[config.mk]
export PLATFORM = sky130hd
export DESIGN_NAME = circle_vertex_generator_top
export DESIGN_NICKNAME = d
export VERILOG_FILES = /design/src/hw/rtl/cvg_pkg.sv /design/src/hw/rtl/cvg_ctrl.sv /design/src/hw/rtl/cvg_datapath.sv /design/src/hw/rtl/circle_vertex_generator_top.sv
export SDC_FILE = /design/constraint.sdc
export NUM_CORES = 2
export LEC_CHECK = 0
export ABC_AREA = 0
export BUFFER_PORTS_ARGS = -buffer_cell sky130_fd_sc_hd__buf_2
export CAP_MARGIN = 20
export CORE_UTILIZATION = 30
export CTS_BUF_LIST = sky130_fd_sc_hd__clkbuf_2
export DETAILED_ROUTE_END_ITERATION = 6
export GPL_TIMING_DRIVEN = 0
export SETUP_SLACK_MARGIN = 0.1
export SLEW_MARGIN = 20
export SYNTH_ARGS = -nofsm -noshare
export SYNTH_HDL_FRONTEND = slang
export SYNTH_HIERARCHICAL = 1
export SYNTH_SLANG_ARGS = --single-unit
[constraint.sdc]
create_clock -name clk -period 25.3 [get_ports clk]
set_input_delay 6.325 -clock clk [delete_from_list [all_inputs] [get_ports clk]]
set_output_delay 6.325 -clock clk [all_outputs]
set_load 0.01 [all_outputs]
[src/hw/rtl/cvg_pkg.sv]
// Shared types, codes and constants of the circle vertex generator.
package cvg_pkg;

	localparam int COORD_W = 16;
	localparam int CNT_W = 7;
	localparam logic [CNT_W-1:0] VCOUNT_RESET = 7'd20;
	localparam logic [CNT_W-1:0] VCOUNT_MIN = 7'd3;

	// Number of result bits produced by the square root and the phase divider.
	localparam int ROOT_STEPS = 17;
	localparam int DIV_STEPS = 32;

	// Q30 coefficients of the odd quarter-wave sine polynomial, lowest order first.
	localparam logic [31:0] SIN_COEF [5] = '{
		32'd1686629713, 32'd693598668, 32'd85569306, 32'd5026995, 32'd172272
	};

	typedef struct packed {
		logic signed [COORD_W-1:0] first_x;
		logic signed [COORD_W-1:0] first_y;
		logic signed [COORD_W-1:0] second_x;
		logic signed [COORD_W-1:0] second_y;
	} cvg_in_t;

	typedef struct packed {
		logic signed [COORD_W-1:0] vertex_x;
		logic signed [COORD_W-1:0] vertex_y;
		logic                      last_vertex;
	} cvg_out_t;

	typedef enum logic [3:0] {
		OP_NOP,
		OP_LOAD,
		OP_SQ_X,
		OP_SQ_Y,
		OP_SQ_SUM,
		OP_ROOT_STEP,
		OP_DIV_INIT,
		OP_DIV_STEP,
		OP_ARG,
		OP_X2,
		OP_HORNER,
		OP_SIN_END,
		OP_SCALE_X,
		OP_SCALE_Y,
		OP_EMIT
	} op_t;

	typedef struct packed {
		op_t              op;
		logic [2:0]       coef;
		logic             which;
		logic [CNT_W-1:0] idx;
		logic [CNT_W-1:0] n;
		logic             last;
	} cmd_t;

	typedef struct packed {
		logic out_free;
	} status_t;

endpackage

[src/hw/rtl/cvg_ctrl.sv]
// Sequencer of the circle vertex generator: issues one datapath command per cycle.
module cvg_ctrl #(
	parameter int MAX_VERTICES = 64
) (
	input  logic                    clk,
	input  logic                    arst_n,
	input  logic                    in_valid,
	output logic                    in_stall,
	input  logic [cvg_pkg::CNT_W-1:0] vcount,
	input  cvg_pkg::status_t        status,
	output cvg_pkg::cmd_t           cmd
);

	typedef enum logic [10:0] {
		ST_IDLE    = 11'b000_0000_0001,
		ST_SQ_X    = 11'b000_0000_0010,
		ST_SQ_Y    = 11'b000_0000_0100,
		ST_SQ_SUM  = 11'b000_0000_1000,
		ST_ROOT    = 11'b000_0001_0000,
		ST_DIV_INIT= 11'b000_0010_0000,
		ST_DIV     = 11'b000_0100_0000,
		ST_SIN     = 11'b000_1000_0000,
		ST_SCALE_X = 11'b001_0000_0000,
		ST_SCALE_Y = 11'b010_0000_0000,
		ST_EMIT    = 11'b100_0000_0000
	} state_t;

	localparam logic [cvg_pkg::CNT_W-1:0] N_MAX = cvg_pkg::CNT_W'(MAX_VERTICES);

	state_t                      state_q, state_d;
	logic [5:0]                  cnt_q, cnt_d;
	logic                        which_q, which_d;
	logic [cvg_pkg::CNT_W-1:0]   idx_q, idx_d;
	logic [cvg_pkg::CNT_W-1:0]   n_q, n_d;
	logic [cvg_pkg::CNT_W-1:0]   n_clamp;
	logic                        last;

	always_comb begin
		if (vcount < cvg_pkg::VCOUNT_MIN) begin
			n_clamp = cvg_pkg::VCOUNT_MIN;
		end else if (vcount > N_MAX) begin
			n_clamp = N_MAX;
		end else begin
			n_clamp = vcount;
		end
	end

	assign last = (idx_q == n_q - 7'd1);
	assign in_stall = (state_q != ST_IDLE);

	always_comb begin
		state_d = state_q;
		cnt_d = cnt_q;
		which_d = which_q;
		idx_d = idx_q;
		n_d = n_q;
		cmd.op = cvg_pkg::OP_NOP;
		cmd.coef = 3'd0;
		cmd.which = which_q;
		cmd.idx = idx_q;
		cmd.n = n_q;
		cmd.last = last;
		case (state_q)
			ST_IDLE: begin
				if (in_valid) begin
					cmd.op = cvg_pkg::OP_LOAD;
					n_d = n_clamp;
					idx_d = '0;
					state_d = ST_SQ_X;
				end
			end
			ST_SQ_X: begin
				cmd.op = cvg_pkg::OP_SQ_X;
				state_d = ST_SQ_Y;
			end
			ST_SQ_Y: begin
				cmd.op = cvg_pkg::OP_SQ_Y;
				state_d = ST_SQ_SUM;
			end
			ST_SQ_SUM: begin
				cmd.op = cvg_pkg::OP_SQ_SUM;
				cnt_d = '0;
				state_d = ST_ROOT;
			end
			ST_ROOT: begin
				cmd.op = cvg_pkg::OP_ROOT_STEP;
				cnt_d = cnt_q + 6'd1;
				if (cnt_q == 6'(cvg_pkg::ROOT_STEPS - 1)) begin
					state_d = ST_DIV_INIT;
				end
			end
			ST_DIV_INIT: begin
				cmd.op = cvg_pkg::OP_DIV_INIT;
				cnt_d = '0;
				state_d = ST_DIV;
			end
			ST_DIV: begin
				cmd.op = cvg_pkg::OP_DIV_STEP;
				cnt_d = cnt_q + 6'd1;
				if (cnt_q == 6'(cvg_pkg::DIV_STEPS - 1)) begin
					cnt_d = '0;
					which_d = 1'b0;
					state_d = ST_SIN;
				end
			end
			ST_SIN: begin
				cnt_d = cnt_q + 6'd1;
				case (cnt_q)
					6'd0: cmd.op = cvg_pkg::OP_ARG;
					6'd1: cmd.op = cvg_pkg::OP_X2;
					6'd2, 6'd3, 6'd4, 6'd5: begin
						cmd.op = cvg_pkg::OP_HORNER;
						cmd.coef = 3'(6'd5 - cnt_q);
					end
					default: begin
						cmd.op = cvg_pkg::OP_SIN_END;
						cnt_d = '0;
						which_d = 1'b1;
						if (which_q) begin
							state_d = ST_SCALE_X;
						end
					end
				endcase
			end
			ST_SCALE_X: begin
				cmd.op = cvg_pkg::OP_SCALE_X;
				state_d = ST_SCALE_Y;
			end
			ST_SCALE_Y: begin
				cmd.op = cvg_pkg::OP_SCALE_Y;
				state_d = ST_EMIT;
			end
			ST_EMIT: begin
				if (status.out_free) begin
					cmd.op = cvg_pkg::OP_EMIT;
					if (last) begin
						idx_d = '0;
						state_d = ST_IDLE;
					end else begin
						idx_d = idx_q + 7'd1;
						state_d = ST_DIV_INIT;
					end
				end
			end
			default: state_d = ST_IDLE;
		endcase
	end

	always_ff @(posedge clk or negedge arst_n) begin
		if (!arst_n) begin
			state_q <= ST_IDLE;
			cnt_q <= '0;
			which_q <= 1'b0;
			idx_q <= '0;
			n_q <= cvg_pkg::VCOUNT_MIN;
		end else begin
			state_q <= state_d;
			cnt_q <= cnt_d;
			which_q <= which_d;
			idx_q <= idx_d;
			n_q <= n_d;
		end
	end

endmodule

[src/hw/rtl/cvg_datapath.sv]
// Datapath of the circle vertex generator: shared multiplier, root, divider, output register.
module cvg_datapath (
	input  logic              clk,
	input  logic              arst_n,
	input  cvg_pkg::cmd_t     cmd,
	output cvg_pkg::status_t  status,
	input  cvg_pkg::cvg_in_t  in_data,
	output logic              out_valid,
	input  logic              out_stall,
	output cvg_pkg::cvg_out_t out_data
);

	localparam logic [30:0] Q30_ONE = 31'h4000_0000;

	function automatic logic signed [15:0] sat16(input logic signed [18:0] v);
		logic signed [15:0] r;
		if (v > 19'sd32767) begin
			r = 16'sh7fff;
		end else if (v < -19'sd32768) begin
			r = 16'sh8000;
		end else begin
			r = v[15:0];
		end
		return r;
	endfunction

	logic signed [15:0] ctr_x_q, ctr_y_q;
	logic [15:0]        ax_q, ay_q;
	logic [31:0]        acc_q;
	logic [63:0]        prod_q;
	logic [33:0]        sq_q;
	logic [17:0]        rem_q;
	logic [16:0]        root_q;
	logic [6:0]         drem_q;
	logic [31:0]        low_q;
	logic [31:0]        phase_q;
	logic [30:0]        arg_q, x2_q, sf_q, cf_q;
	logic [17:0]        offx_q;
	logic               out_valid_q;
	cvg_pkg::cvg_out_t  out_q;

	logic signed [16:0] sum_x, sum_y, dx, dy;
	logic [16:0]        adx, ady;
	logic [19:0]        trial, tsub;
	logic [7:0]         dr;
	logic               dge;
	logic [30:0]        argsel, x2n, sin_cl;
	logic [31:0]        tn, sin_raw;
	logic [1:0]         quad;
	logic [30:0]        magx, magy;
	logic               negx, negy;
	logic [47:0]        rnd;
	logic [17:0]        offy;
	logic signed [18:0] vx, vy, sox, soy;
	logic [31:0]        mul_a, mul_b;
	logic [63:0]        mul_p;

	assign sum_x = 17'(in_data.first_x) + 17'(in_data.second_x);
	assign sum_y = 17'(in_data.first_y) + 17'(in_data.second_y);
	assign dx = 17'(in_data.second_x) - 17'(in_data.first_x);
	assign dy = 17'(in_data.second_y) - 17'(in_data.first_y);
	assign adx = dx[16] ? 17'(-dx) : 17'(dx);
	assign ady = dy[16] ? 17'(-dy) : 17'(dy);

	assign trial = {rem_q, sq_q[33:32]};
	assign tsub = {1'b0, root_q, 2'b01};

	assign dr = {drem_q, low_q[31]};
	assign dge = (dr >= {1'b0, cmd.n});

	assign argsel = cmd.which ? (Q30_ONE - {1'b0, phase_q[29:0]}) : {1'b0, phase_q[29:0]};
	assign x2n = prod_q[60:30];
	assign tn = cvg_pkg::SIN_COEF[cmd.coef] - prod_q[61:30];
	assign sin_raw = prod_q[61:30];
	assign sin_cl = (sin_raw > {1'b0, Q30_ONE}) ? Q30_ONE : sin_raw[30:0];

	assign quad = phase_q[31:30];
	assign magx = quad[0] ? sf_q : cf_q;
	assign magy = quad[0] ? cf_q : sf_q;
	assign negx = quad[1] ^ quad[0];
	assign negy = quad[1];

	assign rnd = prod_q[47:0] + (48'd1 << 29);
	assign offy = rnd[47:30];
	assign sox = negx ? -$signed({1'b0, offx_q}) : $signed({1'b0, offx_q});
	assign soy = negy ? -$signed({1'b0, offy}) : $signed({1'b0, offy});
	assign vx = 19'(ctr_x_q) + sox;
	assign vy = 19'(ctr_y_q) + soy;

	// Operand select of the one shared multiplier.
	always_comb begin
		mul_a = '0;
		mul_b = '0;
		case (cmd.op)
			cvg_pkg::OP_SQ_X: begin
				mul_a = 32'(ax_q);
				mul_b = 32'(ax_q);
			end
			cvg_pkg::OP_SQ_Y: begin
				mul_a = 32'(ay_q);
				mul_b = 32'(ay_q);
			end
			cvg_pkg::OP_ARG: begin
				mul_a = 32'(argsel);
				mul_b = 32'(argsel);
			end
			cvg_pkg::OP_X2: begin
				mul_a = 32'(x2n);
				mul_b = cvg_pkg::SIN_COEF[4];
			end
			cvg_pkg::OP_HORNER: begin
				mul_a = (cmd.coef == 3'd0) ? 32'(arg_q) : 32'(x2_q);
				mul_b = tn;
			end
			cvg_pkg::OP_SCALE_X: begin
				mul_a = 32'(root_q[16:1]);
				mul_b = 32'(magx);
			end
			cvg_pkg::OP_SCALE_Y: begin
				mul_a = 32'(root_q[16:1]);
				mul_b = 32'(magy);
			end
			default: begin
				mul_a = '0;
				mul_b = '0;
			end
		endcase
	end

	assign mul_p = mul_a * mul_b;

	always_ff @(posedge clk) begin
		case (cmd.op)
			cvg_pkg::OP_LOAD: begin
				ctr_x_q <= sum_x[16:1];
				ctr_y_q <= sum_y[16:1];
				ax_q <= adx[15:0];
				ay_q <= ady[15:0];
			end
			cvg_pkg::OP_SQ_X: prod_q <= mul_p;
			cvg_pkg::OP_SQ_Y: begin
				acc_q <= prod_q[31:0];
				prod_q <= mul_p;
			end
			cvg_pkg::OP_SQ_SUM: begin
				sq_q <= 34'(acc_q) + 34'(prod_q[31:0]);
				rem_q <= '0;
				root_q <= '0;
			end
			cvg_pkg::OP_ROOT_STEP: begin
				sq_q <= sq_q << 2;
				if (trial >= tsub) begin
					rem_q <= 18'(trial - tsub);
					root_q <= {root_q[15:0], 1'b1};
				end else begin
					rem_q <= trial[17:0];
					root_q <= {root_q[15:0], 1'b0};
				end
			end
			cvg_pkg::OP_DIV_INIT: begin
				drem_q <= cmd.idx;
				low_q <= 32'(cmd.n >> 1);
				phase_q <= '0;
			end
			cvg_pkg::OP_DIV_STEP: begin
				drem_q <= dge ? 7'(dr - {1'b0, cmd.n}) : dr[6:0];
				phase_q <= {phase_q[30:0], dge};
				low_q <= low_q << 1;
			end
			cvg_pkg::OP_ARG: begin
				arg_q <= argsel;
				prod_q <= mul_p;
			end
			cvg_pkg::OP_X2: begin
				x2_q <= x2n;
				prod_q <= mul_p;
			end
			cvg_pkg::OP_HORNER: prod_q <= mul_p;
			cvg_pkg::OP_SIN_END: begin
				if (cmd.which) begin
					cf_q <= sin_cl;
				end else begin
					sf_q <= sin_cl;
				end
			end
			cvg_pkg::OP_SCALE_X: prod_q <= mul_p;
			cvg_pkg::OP_SCALE_Y: begin
				offx_q <= offy;
				prod_q <= mul_p;
			end
			cvg_pkg::OP_EMIT: begin
				out_q.vertex_x <= sat16(vx);
				out_q.vertex_y <= sat16(vy);
				out_q.last_vertex <= cmd.last;
			end
			default: ;
		endcase
	end

	always_ff @(posedge clk or negedge arst_n) begin
		if (!arst_n) begin
			out_valid_q <= 1'b0;
		end else if (cmd.op == cvg_pkg::OP_EMIT) begin
			out_valid_q <= 1'b1;
		end else if (!out_stall) begin
			out_valid_q <= 1'b0;
		end
	end

	assign status.out_free = !out_valid_q || !out_stall;
	assign out_valid = out_valid_q;
	assign out_data = out_q;

endmodule

[src/hw/rtl/circle_vertex_generator_top.sv]
// Top level of the circle vertex generator: config register, sequencer and datapath.
//
//  channel | direction | handshake          | payload
//  --------+-----------+--------------------+-------------------------------
//  in      | input     | in_valid/in_stall  | in_data  (two diameter ends)
//  out     | output    | out_valid/out_stall| out_data (vertex, last flag)
//  cfg     | input     | cfg_wr_en          | cfg_wr_data (vertex count)
//
// One input transaction yields n output transactions, n the clamped vertex count.
// Setup runs load, two squares, sum and 17 root steps; each vertex then runs
// divider setup, 32 phase divider steps, 14 sine steps,
// two scale products and emit, a sequence
// set by the single shared multiplier and the one-bit-per-cycle divider.
// Reset clears the sequencer and the output valid and loads the count 20.
// A stalled vertex holds the sequencer in its emit step; input stalls until the run ends.
module circle_vertex_generator_top #(
	parameter int MAX_VERTICES = 64
) (
	input  logic                      clk,
	input  logic                      arst_n,
	input  logic                      in_valid,
	output logic                      in_stall,
	input  cvg_pkg::cvg_in_t          in_data,
	output logic                      out_valid,
	input  logic                      out_stall,
	output cvg_pkg::cvg_out_t         out_data,
	input  logic                      cfg_wr_en,
	input  logic [cvg_pkg::CNT_W-1:0] cfg_wr_data
);

	logic [cvg_pkg::CNT_W-1:0] vcount_q;
	cvg_pkg::cmd_t             cmd;
	cvg_pkg::status_t          status;

	// Hold the vertex count; the user must write it only while idle, which the block does not enforce.
	always_ff @(posedge clk or negedge arst_n) begin
		if (!arst_n) begin
			vcount_q <= cvg_pkg::VCOUNT_RESET;
		end else if (cfg_wr_en) begin
			vcount_q <= cfg_wr_data;
		end
	end

	cvg_ctrl #(
		.MAX_VERTICES(MAX_VERTICES)
	) u_ctrl (
		.clk      (clk),
		.arst_n   (arst_n),
		.in_valid (in_valid),
		.in_stall (in_stall),
		.vcount   (vcount_q),
		.status   (status),
		.cmd      (cmd)
	);

	cvg_datapath u_dp (
		.clk       (clk),
		.arst_n    (arst_n),
		.cmd       (cmd),
		.status    (status),
		.in_data   (in_data),
		.out_valid (out_valid),
		.out_stall (out_stall),
		.out_data  (out_data)
	);

endmodule

==> results.json <==
{
  "outcome": "finished, final reports clean",
  "max_stage_delay_ps": 910,
  "cts_setup_buffers": 0,
  "cts_tree": "built",
  "vias_per_cell": 5.139,
  "grt_pass1_wl_microns": 319600,
  "drc": 0,
  "yosysTopAreaCellShare_pct": 27.71,
  "place.port_buffers": 109,
  "fillCellCount": 21830,
  "clkSinkCount": 513,
  "cp-endpoint": "u_dp/prod_q[61]",
  "endpoint_kind": "flip-flop",
  "final_cell_mix": "inv_1 (1107), fa_1 (874), nand2_1 (850)",
  "cts_max_level": 4,
  "crit_top_cell": "fa_1",
  "cts_resized": 0,
  "critical_path_class": "in -> reg",
  "switching_share_pct": 47.50,
  "synthCells": 6703,
  "syn-mean-instance-area_sq_um": 9.420,
  "dieArea_sq_mm": 0.2123,
  "critPathMaxFanout": 21,
  "rows": 168,
  "finalSetupTns_ps": 0,
  "p_sw_w": 0.001819,
  "power_density_mw_per_mm2": 55.34,
  "grt_pass1_vias": 51490,
  "drv_slew": 0,
  "die_x_microns": 460.8,
  "setup_viol": 0,
  "ys_seq_area_share_pct": 24.09,
  "dp_slack_ps": 4666,
  "cts_hold_buf": 0,
  "gp_congestion": 1.028,
  "synth.area.top_cells": "fa_1 (28%), edfxtp_1 (22%), ha_1 (8.9%), inv_1 (6.6%), nand2_1 (5.1%)",
  "yosys.area.top_type": "fa_1",
  "finalCriticalPeriod_ps": 19770,
  "grt_usage_pct": 20.24,
  "p_seq_share_pct": 32.0,
  "clock_latency_ps": 1440,
  "crit_slowest_cell": "clkbuf_1",
  "hold_path.startpoint": "u_dp/prod_q[22]",
  "worstMarginPinSlew_ps": 1348,
  "synth_seq_cells": 513,
  "fin_crit_sh_pct": 78.16,
  "fin_skew_ps": 115.6,
  "hpwl_microns": 176500,
  "area_delta_synth_final_pct": 9.569,
  "antenna_found_initial": 17,
  "timing.rr.start": "u_ctrl/state_q[4]",
  "fmax_mhz": 50.57,
  "maxCapViolCount": 0,
  "reg2regPathDepth": 44,
  "drt_first_iter_violations": 4916,
  "r2r_end": "u_dp/prod_q[61]",
  "wl_per_cell_microns": 21.79,
  "clock_path_buffers": 3,
  "num_vias": 50870,
  "critPathArrivalTime_ps": 20850,
  "synth_area_sq_mm": 0.06314,
  "async_reset_ff_share_pct": 7.797,
  "gr-total-overflow": 0,
  "clkTransAtPathRegs_ps": 110,
  "vdd_ir_drop_max_mv": 0.04402,
  "cts_buffers": 130,
  "mostFrequentLayoutCell": "inv_1",
  "drive_gt1_share_pct": 7.369,
  "start_util_pct": 30.16,
  "synthFlopType": "edfxtp_1",
  "crit_path_start_kind": "input port",
  "pwr-share-clk_pct": 15.9,
  "first_pass_iters": 6,
  "die_y_microns": 460.8,
  "required_ps": 26380,
  "hold_path_class": "reg -> reg",
  "grt_setup_unrepaired": "false",
  "yosys_warnings": 6,
  "p_leak_nw": 30.14,
  "fin_ws_ps": 5526,
  "combinationalPowerShare_pct": 52.0,
  "wl_microns": 215700,
  "maxSlewHeadroom_pct": 10.14,
  "root_buffer": "clkbuf_2",
  "worst-r2r-setup-slack_ps": 8150,
  "intPower_w": 0.002010,
  "ioPinCount": 111,
  "ys_types": 104,
  "coreArea_sq_mm": 0.2094,
  "num-nets-final": 8391,
  "grt_max_degree": 61,
  "syn-num-nets": 8102,
  "synth_edf_count": 473,
  "final_antenna_net_count": 0,
  "hold_viol": 0,
  "cp-startpoint": "out_stall"
}
==> per-layer routing <==
metal	wire length [microns]	global-route usage, %	vias to the layer above
met5	87	0	-
met4	15300	12.26	12
li1	-	-	22380
met2	93730	31.07	2560
met1	85440	25.91	25310
met3	21090	4.470	601
==> final cells by class <==
| cell class | count | area (sq um) | area share, % |
|---|---|---|---|
| Multi-Input combinational cell | 4779 | 42720 | 61.75 |
| Sequential cell | 513 | 15210 | 21.99 |
| Inverter | 1107 | 4155 | 6.006 |
| Tap cell | 2805 | 3510 | 5.073 |
| Buffer | 304 | 1252 | 1.810 |
| Timing Repair Buffer | 157 | 1099 | 1.588 |
| Clock buffer | 181 | 905.9 | 1.309 |
| Clock inverter | 43 | 304.0 | 0.4395 |
| Antenna cell | 10 | 25.02 | 0.03617 |
==> power groups by stage <==
stage / Clock (W) / Combinational (W) / Sequential [W]
6_report: 0.000610 / 0.00199 / 0.00123
5_1_grt: 0.000670 / 0.00214 / 0.00123
4_1_cts: 0.000630 / 0.00196 / 0.00122
3_5_place_dp: 0 / 0.00195 / 0.00124
3_3_place_gp: 0 / 0.00187 / 0.00126
2_1_floorplan: 0 / 0.00124 / 0.00120
==> critical path, delay by kind of cell <==
kind                     cells  cell delay [ps]
AO/OA/AOI/OAI                5             1620
XOR/XNOR                     1              140
adder cells (fa/ha/maj)      9             4700
buffers and inverters       10             3890
AND/OR/NAND/NOR             13             4140
==> through the flow <==
stage,std cells,power [W],hold slack [ps],util (%),cell area [sq um]
finish,9899,0.003829,449.0,33.05,69180
global route,9897,0.004042,449.6,33.04,69180
CTS,9889,0.003813,455.2,33.03,69150
detailed placement,9665,0.003194,437.6,32.45,67940
global placement,9617,0.003128,432.7,32.10,67200
floorplan,6703,0.002441,424.4,-,63140
==> how the worst min path moves through the flow <==
stage | depth (start not counted) | slack, ps | endpoint
3_3_place_gp | 0 | 430 | u_dp/x2_q[20]
3_5_place_dp | 0 | 440 | u_dp/x2_q[17]
4_1_cts | 0 | 460 | u_dp/acc_q[22]
2_1_floorplan | 0 | 420 | u_dp/x2_q[10]
6_report | 0 | 450 | u_dp/acc_q[22]
5_1_grt | 0 | 450 | u_dp/acc_q[0]
==> Yosys cell counts (28+ instances only) <==
library cell	number
a21oi_1	255
nor2b_1	39
a211oi_1	28
nand2_1	850
nand3_1	62
xnor2_1	230
nor2_1	625
inv_1	1107
a31oi_1	41
clkbuf_1	244
o21ai_0	194
nand2b_1	69
dfrtp_1	35
nor4_1	30
o31ai_1	34
fa_1	874
and2_1	172
or3_1	35
nor3_1	74
o21a_1	28
xor2_1	100
a21o_1	72
ha_1	449
a221oi_1	75
mux2i_1	28
and3_1	31
edfxtp_1	473
==> cell families after synthesis <==
kind of cell,share of synthesized area (%)
multiplexers,0.7352
flip-flops,24.09
XOR/XNOR,4.577
adder cells (fa/ha/maj),36.62
AND/OR/NAND/NOR,15.07
buffers and inverters,8.545
AO/OA/AOI/OAI,10.36
==> sequential cells by signal, indices dropped and copies added, names as in the netlist, 17 cells and up <==
signal         count
u_dp/acc_q        32
u_dp/sq_q         34
u_dp/sf_q         31
u_dp/rem_q        18
u_dp/x2_q         31
u_dp/out_data     33
u_dp/prod_q       62
u_dp/phase_q      32
u_dp/offx_q       18
u_dp/arg_q        31
u_dp/root_q       17
u_dp/low_q        32
u_dp/cf_q         31
Power figures use the tool's default switching activity.
